<file path="src/rtl/rsoc_pkg.sv">
// ----------------------------------------------------------------------------
// rsoc_pkg
// Shared constants, codes and controller/datapath interface types for the
// rectilinear segment obstacle checker.
// ----------------------------------------------------------------------------
package rsoc_pkg;

  localparam int MAX_OBSTACLES_DEF = 64;
  localparam int COORD_BITS_DEF    = 20;
  localparam int SUM_W             = 32;

  // Command codes; code 3 is unused and ignored.
  localparam logic [1:0] CMD_LOAD  = 2'd0;
  localparam logic [1:0] CMD_CHECK = 2'd1;
  localparam logic [1:0] CMD_CLEAR = 2'd2;

  typedef enum logic [1:0] {
    ST_OK       = 2'd0,
    ST_HIT      = 2'd1,
    ST_NOT_RECT = 2'd2,
    ST_FULL     = 2'd3
  } status_t;

  typedef enum logic [2:0] {
    S_IDLE,
    S_DECODE,
    S_SCAN,
    S_DRAIN,
    S_RESOLVE,
    S_REPLY
  } state_t;

  // Controller -> datapath
  typedef struct packed {
    logic    capture;
    logic    load_wr;
    logic    clear;
    logic    scan_issue;
    logic    sum_add;
    logic    status_wr;
    status_t status_code;
  } dp_cmd_t;

  // Datapath -> controller
  typedef struct packed {
    logic [1:0] command;
    logic       full;
    logic       rect;
    logic       empty;
    logic       last_issue;
    logic       hit;
  } dp_stat_t;

endpackage

</file>
<file path="src/rtl/rsoc_ctrl.sv">
// ----------------------------------------------------------------------------
// rsoc_ctrl
// Controller: sequences load, check, clear and the result strobe.
// ----------------------------------------------------------------------------
module rsoc_ctrl
  import rsoc_pkg::*;
(
  input  logic     clk,
  input  logic     rst,
  input  logic     start,
  input  dp_stat_t stat,
  output dp_cmd_t  cmd,
  output logic     busy,
  output logic     done
);

  state_t state;
  state_t state_next;

  always_ff @(posedge clk) begin
    if (rst) begin
      state <= S_IDLE;
    end else begin
      state <= state_next;
    end
  end

  always_comb begin
    state_next      = state;
    cmd             = '0;
    cmd.status_code = ST_OK;
    busy            = 1'b1;
    done            = 1'b0;
    unique case (state)
      S_IDLE: begin
        busy = 1'b0;
        if (start) begin
          cmd.capture = 1'b1;
          state_next  = S_DECODE;
        end
      end
      S_DECODE: begin
        unique case (stat.command)
          CMD_LOAD: begin
            cmd.status_wr   = 1'b1;
            cmd.status_code = stat.full ? ST_FULL : ST_OK;
            cmd.load_wr     = !stat.full;
            state_next      = S_REPLY;
          end
          CMD_CHECK: begin
            if (!stat.rect) begin
              cmd.status_wr   = 1'b1;
              cmd.status_code = ST_NOT_RECT;
              state_next      = S_REPLY;
            end else if (stat.empty) begin
              state_next = S_RESOLVE;
            end else begin
              state_next = S_SCAN;
            end
          end
          CMD_CLEAR: begin
            cmd.clear     = 1'b1;
            cmd.status_wr = 1'b1;
            state_next    = S_REPLY;
          end
          default: begin
            cmd.status_wr = 1'b1;
            state_next    = S_REPLY;
          end
        endcase
      end
      S_SCAN: begin
        cmd.scan_issue = 1'b1;
        if (stat.last_issue) begin
          state_next = S_DRAIN;
        end
      end
      S_DRAIN: begin
        state_next = S_RESOLVE;
      end
      S_RESOLVE: begin
        cmd.status_wr   = 1'b1;
        cmd.status_code = stat.hit ? ST_HIT : ST_OK;
        cmd.sum_add     = !stat.hit;
        state_next      = S_REPLY;
      end
      S_REPLY: begin
        done       = 1'b1;
        state_next = S_IDLE;
      end
      default: begin
        state_next = S_IDLE;
      end
    endcase
  end

endmodule

</file>
<file path="config.mk">
export PLATFORM = sky130hd
export DESIGN_NAME = rsoc_ctrl
export DESIGN_NICKNAME = d
export VERILOG_FILES = /design/src/rtl/rsoc_pkg.sv /design/src/rtl/rsoc_ctrl.sv
export SDC_FILE = /design/constraint.sdc
export NUM_CORES = 1
export LEC_CHECK = 0
export BUFFER_PORTS_ARGS = -buffer_cell sky130_fd_sc_hd__buf_2
export CAP_MARGIN = 5
export CELL_PAD_IN_SITES_DETAIL_PLACEMENT = 1
export CELL_PAD_IN_SITES_GLOBAL_PLACEMENT = 2
export CORE_MARGIN = 5
export CORE_UTILIZATION = 17
export DETAILED_ROUTE_END_ITERATION = 10
export GPL_TIMING_DRIVEN = 0
export MAX_ROUTING_LAYER = met4
export PLACE_DENSITY = 0.75
export SLEW_MARGIN = 20
export SYNTH_ARGS = -nofsm -noshare
export SYNTH_HDL_FRONTEND = slang
export SYNTH_SLANG_ARGS = --single-unit
</file>
<file path="constraint.sdc">
create_clock -name clk -period 1.75 [get_ports clk]
set_input_delay 0.0875 -clock clk [delete_from_list [all_inputs] [get_ports clk]]
set_output_delay 0.0875 -clock clk [all_outputs]
set_load 0.01 [all_outputs]
</file>
==> results of run 1 <==
power by group:
group	switching (W)	leakage, nW	internal, W
clock	0.0000316	0.0150	0.0000851
combinational	0.0000607	0.180	0.0000515
sequential	0.00000869	0.0247	0.0000762
logic make-up (layout without fill, tap and decap cells):
| logic type | Yosys count | count (layout) | synth area share |
|---|---|---|---|
| AOI/OAI and AO/OA | 8 | 8 | 0.2228 |
| buffers and inverters | 4 | 27 | 0.06636 |
| DFF | 3 | 3 | 0.2275 |
| and+or+nand+nor | 21 | 21 | 0.4834 |
synth_stat cells:
cell type	number
inv_1	2
a211oi_2	1
nand2_1	1
nor3_1	1
a2111oi_0	1
nor2b_1	2
or3_1	1
or4b_1	1
a21oi_1	3
and4b_1	1
nor3b_1	1
o22a_1	1
nand3b_1	2
and3b_1	1
o22ai_1	1
o31ai_1	1
dfxtp_1	3
nand2b_1	3
or2b_1	1
buf_2	2
nor2_1	6
cell type report:
| class | instances | area, um2 |
|---|---|---|
| plain buffers | 2 | 10.01 |
| clock buffers | 4 | 26.28 |
| fillers | 193 | 1084 |
| inverters | 2 | 7.507 |
| multi-input cells | 29 | 186.4 |
| flip-flops and latches | 3 | 60.06 |
| well taps | 16 | 20.02 |
| repair buffers | 19 | 95.09 |
worst paths after layout:
| kind | cells past startpoint | slack, ns | from | to |
|---|---|---|---|---|
| worst max-delay path | 5 | 0.34 | state[1]$_SDFFE_PP0P_ | cmd[0] |
| worst min-delay path | 2 | 0.06 | rst | state[1]$_SDFFE_PP0P_ |
| worst max register to register | 3 | 0.44 | state[0]$_SDFFE_PP0P_ | state[1]$_SDFFE_PP0P_ |
| worst min register to register | 1 | 0.57 | state[2]$_SDFFE_PP0P_ | state[1]$_SDFFE_PP0P_ |
per-stage QoR:
stage                     area, um2  utilization  instances  setup WS [ns]
final                         405.4       0.2723         75         0.3421
after global routing          405.4       0.2723         75         0.1835
after CTS                     405.4       0.2723         75         0.3155
after detailed placement      379.1       0.2546         71         0.4395
after global placement        379.1       0.2546         71         0.4498
after floorplan               264.0            -         36         0.5265
layer usage:
| layer | vias to the layer above | GRT usage | part of all wire |
|---|---|---|---|
| met5 | - | - | 0 |
| met1 | 146 | 0.08759 | 0.47 |
| met3 | 0 | 0.03976 | 0.083 |
| li1 | 177 | - | - |
| met2 | 13 | 0.1073 | 0.44 |
| met4 | 0 | 0.02620 | 0 |
==> metrics.yaml, run 1 <==
whs_ns: 0.06316
cts_repair_resize_count: 0
chipHeight_um: 49.41
yosysTopAreaCell: "dfxtp_1"
grt_pass1_vias: 334
drtIter0Drc: 1
cellPowerDensity_nw_per_um2: 774.3
post_cts_buffers: 0
rsz0062_at_grt: "no"
synth_area_um2: 264.0
max-slew-margin-rel: 0.7690
crit_path_max_incr_delay_ns: 0.28
vdd_drop_max_v: 0.0003447
largest_reg_flops: 3
path_delay_family: "simple AND/OR/NAND/NOR gates"
ys_warn_count: 0
vias: 336
hold_buffers: 0
netlist_instances: 36
hold_path_class: "in -> reg"
cts.sinks: 3
drv_slew: 0
hold_violations: 0
ant_nets: 0
routedWlPerCell_um: 10.92
nets: 70
cts_tree: "built"
crit_buf_inv: 2
cts_buffers: 3
cap_violations: 0
drive_above_1_share: 0.4237
antenna_cells_inserted: 0
yosysSeqAreaShare: 0.2275
skew_ns: 0.004976
drtPass1Iterations: 3
portBuffers: 19
syn_to_final_growth_pct: 53.55
synth_nets: 46
hpwl_um: 691.5
crit_top_cell: "buf_2"
cp.required_ns: 1.66
grt_pass1_wl_um: 1435
min_period_ns: 1.408
cp-end-kind: "output port"
power_leakage_nw: 0.2200
ios: 20
status: "completed"
core-area_um2: 1489
path_clk_slew_ns: 0.03
synth_cell_types: 21
finalWirelength_um: 819
dieWidth_um: 49.41
cts-root-buf: "clkbuf_4"
power_w: 0.0003139
overflow: 0
grt_usage: 0.07452
avgSynthCellArea_um2: 7.333
cp_slowest_cell: "dfxtp_1"
synth_top_area_share: 0.2275
final.setup.tns_ns: 0
via_per_inst: 4.480
critical_path_class: "reg -> out"
worst_ep_arrival_time_ns: 1.32
htree_levels: 1
reg_top3: "state x3"
cp_cell_sequence: "buf_2, nor2_1, nand3b_1, o22ai_1, buf_2"
synth.area.top_cells: "dfxtp_1 23%, nor2_1 8.5%, nand2b_1 7.1%"
max_clock_freq_mhz: 710.3
gp_congestion: 0.6639
start_kind: "flop"
design.die.area_um2: 2441
start_util: 0.1773
finalCritPeriodShare: 0.8045
top_register: "state"
cts.path.max_buffers: 2
yosys_register_bits: 3
worstPathMaxFanout: 10
grt_start_max_net_pins: 11
drc_errors: 0
layout_commonest_cell: "buf_2"
num_rows: 14
antenna_found_initial: 0
layout_common_cells: "21 x buf_2, 6 x nor2_1"
tightest_slew_ns: 0.3377
setup_violations: 0
clkLatencyLatePin_ns: 0.23
No activity file was read; power rests on OpenSTA's default activity.
==> run 2: changes to the inputs <==
ABC_AREA = 1   (was unset)
CORE_UTILIZATION = 16   (was 17)
PLACE_DENSITY = 0.74   (was 0.75)
clock period = 1.3 ns   (was 1.75 ns; I/O delays follow)
==> run 2 against run 1 <==
  * Register-to-register slack lost 0.15 ns
  * Clock skew grew 0.0021 ns
  * Area after synthesis grew 4.3%
  * First-iteration DRC count grew to 5.0 times the previous value
  * Count of clock-buffer cells in the layout is the same
  * Critical path depth shrank 1
  * Total power grew 57%
  * Clock power grew 39%
  * Largest cell class unchanged
==> metrics.yaml, run 2 <==
status: "completed"
synth_flop_cell: "dfxtp_1"
yosysSeqAreaShare: 0.2182  # -0.009306
synth_top_area_share: 0.2182  # -0.009306
cts.path.max_buffers: 2  # unchanged
synth_cell_types: 16  # -24%
overflow: 0  # unchanged
hold_path_class: "in -> reg"
grt_pass1_vias: 332  # -0.60%
portBuffers: 19  # unchanged
worstPathMaxFanout: 4  # -6
finalCritPeriodShare: 0.9983
avgSynthCellArea_um2: 5.984  # -18%
crit_buf_inv: 2  # unchanged
rsz0062_at_grt: "yes"
synth_edf_count: 0  # unchanged
setup_violations: 0  # unchanged
worst_slack_ns: 0.002185  # -0.3400 ns
clkLatencyLatePin_ns: 0.23  # about the same
crit_path_max_incr_delay_ns: 0.35  # +0.07 ns
yosysTopAreaCell: "dfxtp_1"
preCtsSetupSlack_ns: 0.1752  # -0.2643 ns
cp_cell_sequence: "nor3_4, inv_2, nor4_2, buf_2"
yosysMostFrequentCell: "nand2_1"
num_rows: 15  # +1
layout_common_cells: "19 x buf_2, 9 x nand2_1, 7 x nor2_1"
max-slew-margin-rel: 0.8418  # +0.07282
cts.sinks: 3  # unchanged
critical_path_class: "reg -> out"
final.setup.tns_ns: 0  # unchanged
vdd_drop_max_v: 0.0003382  # -1.9%
cts_tree: "built"
synth_area_um2: 275.3  # +4.3%
grt_pass1_wl_um: 1290  # -10%
start_kind: "flop"
critPathLaunch: "state[1]$_SDFFE_PP0P_"
netlist_instances: 46  # +28%
cp.required_ns: 1.24  # -0.42 ns
ys_async_sr_fraction: 0  # unchanged
routedWlPerCell_um: 9.472  # -13%
top_register: "state"
max_clock_freq_mhz: 770.5
tightest_slew_ns: 0.2365  # -0.1013 ns
grt_start_max_net_pins: 9  # -2
cp-end-kind: "output port"
cts-root-buf: "clkbuf_4"
drtIter0Drc: 5  # +4
vias: 375  # +12%
syn_to_final_growth_pct: 62.73
ys_warn_count: 0  # unchanged
cp_slowest_cell: "dfxtp_2"
cts_buffers: 3  # unchanged
r2r-start: "state[1]$_SDFFE_PP0P_"
yosys_register_bits: 3  # unchanged
dieWidth_um: 51.48  # +4.2%
htree_levels: 1  # unchanged
cap_violations: 0  # unchanged
largest_reg_flops: 3  # unchanged
via_per_inst: 4.213  # -5.9%
power_w: 0.0004941  # +57%
min_period_ns: 1.298
path_clk_slew_ns: 0.03  # about the same
hold_buffers: 0  # unchanged
skew_ns: 0.007103  # +0.002126 ns
finalWirelength_um: 843  # +2.9%
hpwl_um: 709.3  # +2.6%
cellPowerDensity_nw_per_um2: 1103  # +42%
worst_ep_arrival_time_ns: 1.23  # -0.09 ns
drc_errors: 0  # unchanged
synth.area.top_cells: "dfxtp_1 22%, nand2_1 12%, nor2_1 9.5%"
grt_usage: 0.06563  # -0.008888
reg_top3: "state x3"
core-area_um2: 1689  # +13%
chipHeight_um: 51.48  # +4.2%
start_util: 0.1630  # -0.01435
layout_commonest_cell: "buf_2"
drtPass1Iterations: 2  # -1
hold_violations: 0  # unchanged
drv_slew: 0  # unchanged
nets: 83  # +19%
worstHoldStart: "rst"
ios: 20  # unchanged
ant_nets: 0  # unchanged
drive_above_1_share: 0.5000  # +0.07627
power_leakage_nw: 0.2432  # +11%
yosys-top-cells-count: "9 x nand2_1, 7 x nor2_1, 5 x inv_1"
gp_congestion: 0.6618  # -0.32%
synth_nets: 56  # +22%
path_delay_family: "simple AND/OR/NAND/NOR gates"
design.die.area_um2: 2650  # +8.6%
antenna_cells_inserted: 0  # unchanged
antenna_found_initial: 0  # unchanged
run 2: cell types whose count changed in the layout (fill, tap and decap cells not counted), moves of 2 or more:
cell and change:
o21ai_1 +3, dfxtp_1 -2, inv_1 +3, buf_4 +3
nand2_1 +8, nor2b_1 -2, nand2b_1 -3, inv_2 +3
dfxtp_2 +2, nand3_1 +4, buf_2 -2
run 2: layout make-up:
cell class | count | area, um2
clock buffer | 4 | 26.28
sequential | 3 | 62.56
timing repair buffer | 22 | 117.6
multi-input combinational | 35 | 190.2
tap | 17 | 21.27
fill | 224 | 1241
inverter | 8 | 30.03
run 2: power by group:
| part | switching, W | internal (W) | total [W] | leakage [nW] |
|---|---|---|---|---|
| Clock | 0.0000479 | 0.000115 | 0.000163 | 0.0150 |
| Sequential | 0.0000121 | 0.000105 | 0.000117 | 0.0254 |
| Combinational | 0.000124 | 0.0000906 | 0.000214 | 0.203 |
run 2: worst paths after layout:
kind / end / slack [ns] / cells past startpoint
worst max-delay path: cmd[6] / 0.002 / 4
worst min register to register: state[1]$_SDFFE_PP0P_ / 0.60 / 4
worst min-delay path: state[0]$_SDFFE_PP0P_ / 0.03 / 2
worst max register to register: state[2]$_SDFFE_PP0P_ / 0.29 / 4
run 2: per-stage QoR:
step | instances | hold slack [ns] | area (um2) | util
CTS | 87 | 0.02069 | 427.9 | 0.2533
detailed placement | 82 | 0.2710 | 391.6 | 0.2319
finish | 89 | 0.03230 | 447.9 | 0.2652
global route | 89 | 0.05051 | 447.9 | 0.2652
floorplan | 46 | 0.1319 | 275.3 | -
global placement | 82 | 0.2685 | 391.6 | 0.2319
run 2: worst reg2reg max path: stages (launching register included):
cell and delay [ns]:
dfxtp_2 0.35, nor3_4 0.27, buf_4 0.15, o21ai_1 0.06, a21oi_1 0.13
run 2: kinds of logic after synthesis:
family,after synthesis,synth area share
compound gates,7,0.1272
buf+inv,8,0.1091
flops,3,0.2182
simple gates,28,0.5455
run 2: routing by layer:
layer / global-route usage / wire [um] / share of wire / up-vias
li1: - / - / - / 203
met1: 0.08056 / 377 / 0.45 / 165
met2: 0.09534 / 426 / 0.51 / 7
met3: 0.02624 / 39 / 0.046 / 0
met4: 0.02620 / 0 / 0 / 0
met5: - / 0 / 0 / -
run 2: timing repair:
item | 4_1_cts | 5_1_grt
pin swaps | 1 | 1
resized for setup | 2 | 1
buffers inserted | 1 | 2
setup endpoints to repair | 4 | 7
==> run 3: changes to the inputs <==
--- a/config.mk
+++ b/config.mk
@@ -13,4 +13,5 @@
 export CORE_MARGIN = 5
 export CORE_UTILIZATION = 16
+export CTS_CLUSTER_SIZE = 14
 export DETAILED_ROUTE_END_ITERATION = 10
 export GPL_TIMING_DRIVEN = 0
==> constraint.sdc (replaced) <==
create_clock -name clk -period 1.3 [get_ports clk]
set_input_delay 0.195 -clock clk [delete_from_list [all_inputs] [get_ports clk]]
set_output_delay 0.195 -clock clk [all_outputs]
set_load 0.01 [all_outputs]
==> run 3 against run 2 <==
  * The flow now finishes with violations (negative setup slack)
  * Combinational power rose by 17%
  * Total power rose by 7.3%
  * Sequential power barely moved
  * Non-clock buffer count rose by 3
  * Clock power barely moved
  * Worst hold slack improved by 0.12 ns
  * Count of clock-buffer cells in the layout did not move
==> metrics.yaml, run 3 (synthesis results as in run 2) <==
cts.sinks: 3  # unchanged
gp_congestion: 0.6618  # unchanged
reg_top3: "state x3"
htree_levels: 1  # unchanged
vias: 394  # +5.1%
preCtsSetupSlack_ns: 0.04519  # -0.1300 ns
fin_cells: 92  # +3.4%
cp-end-kind: "output port"
clkLatencyLatePin_ns: 0.23  # about the same
whs_ns: 0.1544  # +0.1221 ns
max-slew-margin-rel: 0.8789  # +0.03703
setup_violations: 7  # +7
layout_common_cells: "19 x buf_2, 6 x nor2_1, 6 x nand2_1"
rsz0062_at_grt: "yes"
core-area_um2: 1689  # unchanged
hold_violations: 0  # unchanged
portBuffers: 19  # unchanged
power_w: 0.0005303  # +7.3%
start_util: 0.1630  # unchanged
chipHeight_um: 51.48  # unchanged
grt_start_max_net_pins: 9  # unchanged
antenna_cells_inserted: 0  # unchanged
rrSetupSlack_ns: 0.17  # -0.12 ns
routedWlPerCell_um: 9.717  # +2.6%
finalCritPeriodShare: 1.042  # +0.04330
cap_violations: 0  # unchanged
overflow: 0  # unchanged
violations: "negative setup slack"
grt_pass1_vias: 365  # +9.9%
skew_ns: 0.005514  # -0.001589 ns
worst_slack_ns: -0.05411  # -0.05629 ns
placedCellCount: 82  # unchanged
worst_ep_arrival_time_ns: 1.16  # -0.07 ns
critical_path_class: "reg -> out"
placed_area_um2: 391.6  # unchanged
hold_path_class: "in -> reg"
max_clock_freq_mhz: 738.5  # -4.2%
via_per_inst: 4.283  # +1.6%
vdd_drop_max_v: 0.0003426  # +1.3%
cp.required_ns: 1.11  # -0.13 ns
design.die.area_um2: 2650  # unchanged
start_kind: "flop"
grt_usage: 0.06997  # +0.004334
num_rows: 15  # unchanged
top_register: "state"
cts-root-buf: "clkbuf_4"
power_leakage_nw: 0.2619  # +7.7%
nets: 86  # +3.6%
finalWirelength_um: 894  # +6.0%
hpwl_um: 709.3  # unchanged
dieWidth_um: 51.48  # unchanged
drc_errors: 0  # unchanged
cts_tree: "built"
drive_above_1_share: 0.6000  # +0.1000
syn_to_final_growth_pct: 80.45
ant_nets: 0  # unchanged
worstPathMaxFanout: 4  # unchanged
cts.path.max_buffers: 2  # unchanged
final_cell_area_um2: 496.7  # +11%
path_clk_slew_ns: 0.03  # about the same
drtIter0Drc: 3  # -2
antenna_found_initial: 0  # unchanged
grt_pass1_wl_um: 1386  # +7.4%
largest_reg_flops: 3  # unchanged
tightest_slew_ns: 0.1802  # -0.05627 ns
ios: 20  # unchanged
hold_buffers: 0  # unchanged
layout_commonest_cell: "buf_2"
min_period_ns: 1.354  # +0.05629 ns
drtPass1Iterations: 3  # +1
cts_buffers: 3  # unchanged
drv_slew: 0  # unchanged
cellPowerDensity_nw_per_um2: 1068  # -3.2%
status: "finished, violations left"
run 3: report_power, final:
| group | switching (W) | internal, W | leakage, nW |
|---|---|---|---|
| clock network | 0.0000463 | 0.000115 | 0.0150 |
| registers | 0.0000138 | 0.000104 | 0.0261 |
| logic | 0.000136 | 0.000115 | 0.221 |
| total | 0.000196 | 0.000334 | 0.262 |
run 3: metal layers:
metal / vias to the layer above / GRT usage / wire length [um] / share of wire
li1: 207 / - / - / -
met1: 180 / 0.08056 / 362 / 0.40
met2: 7 / 0.1102 / 492 / 0.55
met3: 0 / 0.02624 / 39 / 0.044
met4: 0 / 0.02620 / 0 / 0
met5: - / - / 0 / 0
run 3: cell type report:
type / instances / area (um2)
fill: 218 / 1192
tap: 17 / 21.27
timing repair buffer: 25 / 147.6
clock buffer: 4 / 26.28
multi-input combinational: 35 / 205.2
sequential: 3 / 66.31
inverter: 8 / 30.03
run 3: worst paths after layout:
path	from	endpoint	cells after the start
worst max-delay path	state[1]$_SDFFE_PP0P_	cmd[6]	4
worst min-delay path	rst	state[0]$_SDFFE_PP0P_	2
worst max register to register	state[1]$_SDFFE_PP0P_	state[0]$_SDFFE_PP0P_	8
worst min register to register	state[0]$_SDFFE_PP0P_	state[0]$_SDFFE_PP0P_	4
run 3: repair_timing:
action / 4_1_cts / 5_1_grt
cloned: 0 / 0
setup endpoints to repair: 9 / 9
gates resized for setup: 7 / 5
buffers inserted: 5 / 1
hold endpoints to repair: 0 / 0
pin swaps: 3 / 2
run 3: per-stage QoR:
stage	setup TNS, ns	util
4_1_cts	-0.3532	0.2807
6_report	-0.2096	0.2941
3_5_place_dp	0	0.2319
3_3_place_gp	0	0.2319
2_1_floorplan	0	-
5_1_grt	-0.7283	0.2941
run 3: worst max-delay path, stage by stage (launching register included):
cell	delay, ns
dfxtp_4	0.34
nor3_4	0.21
inv_2	0.08
nor4_2	0.12
buf_2	0.17
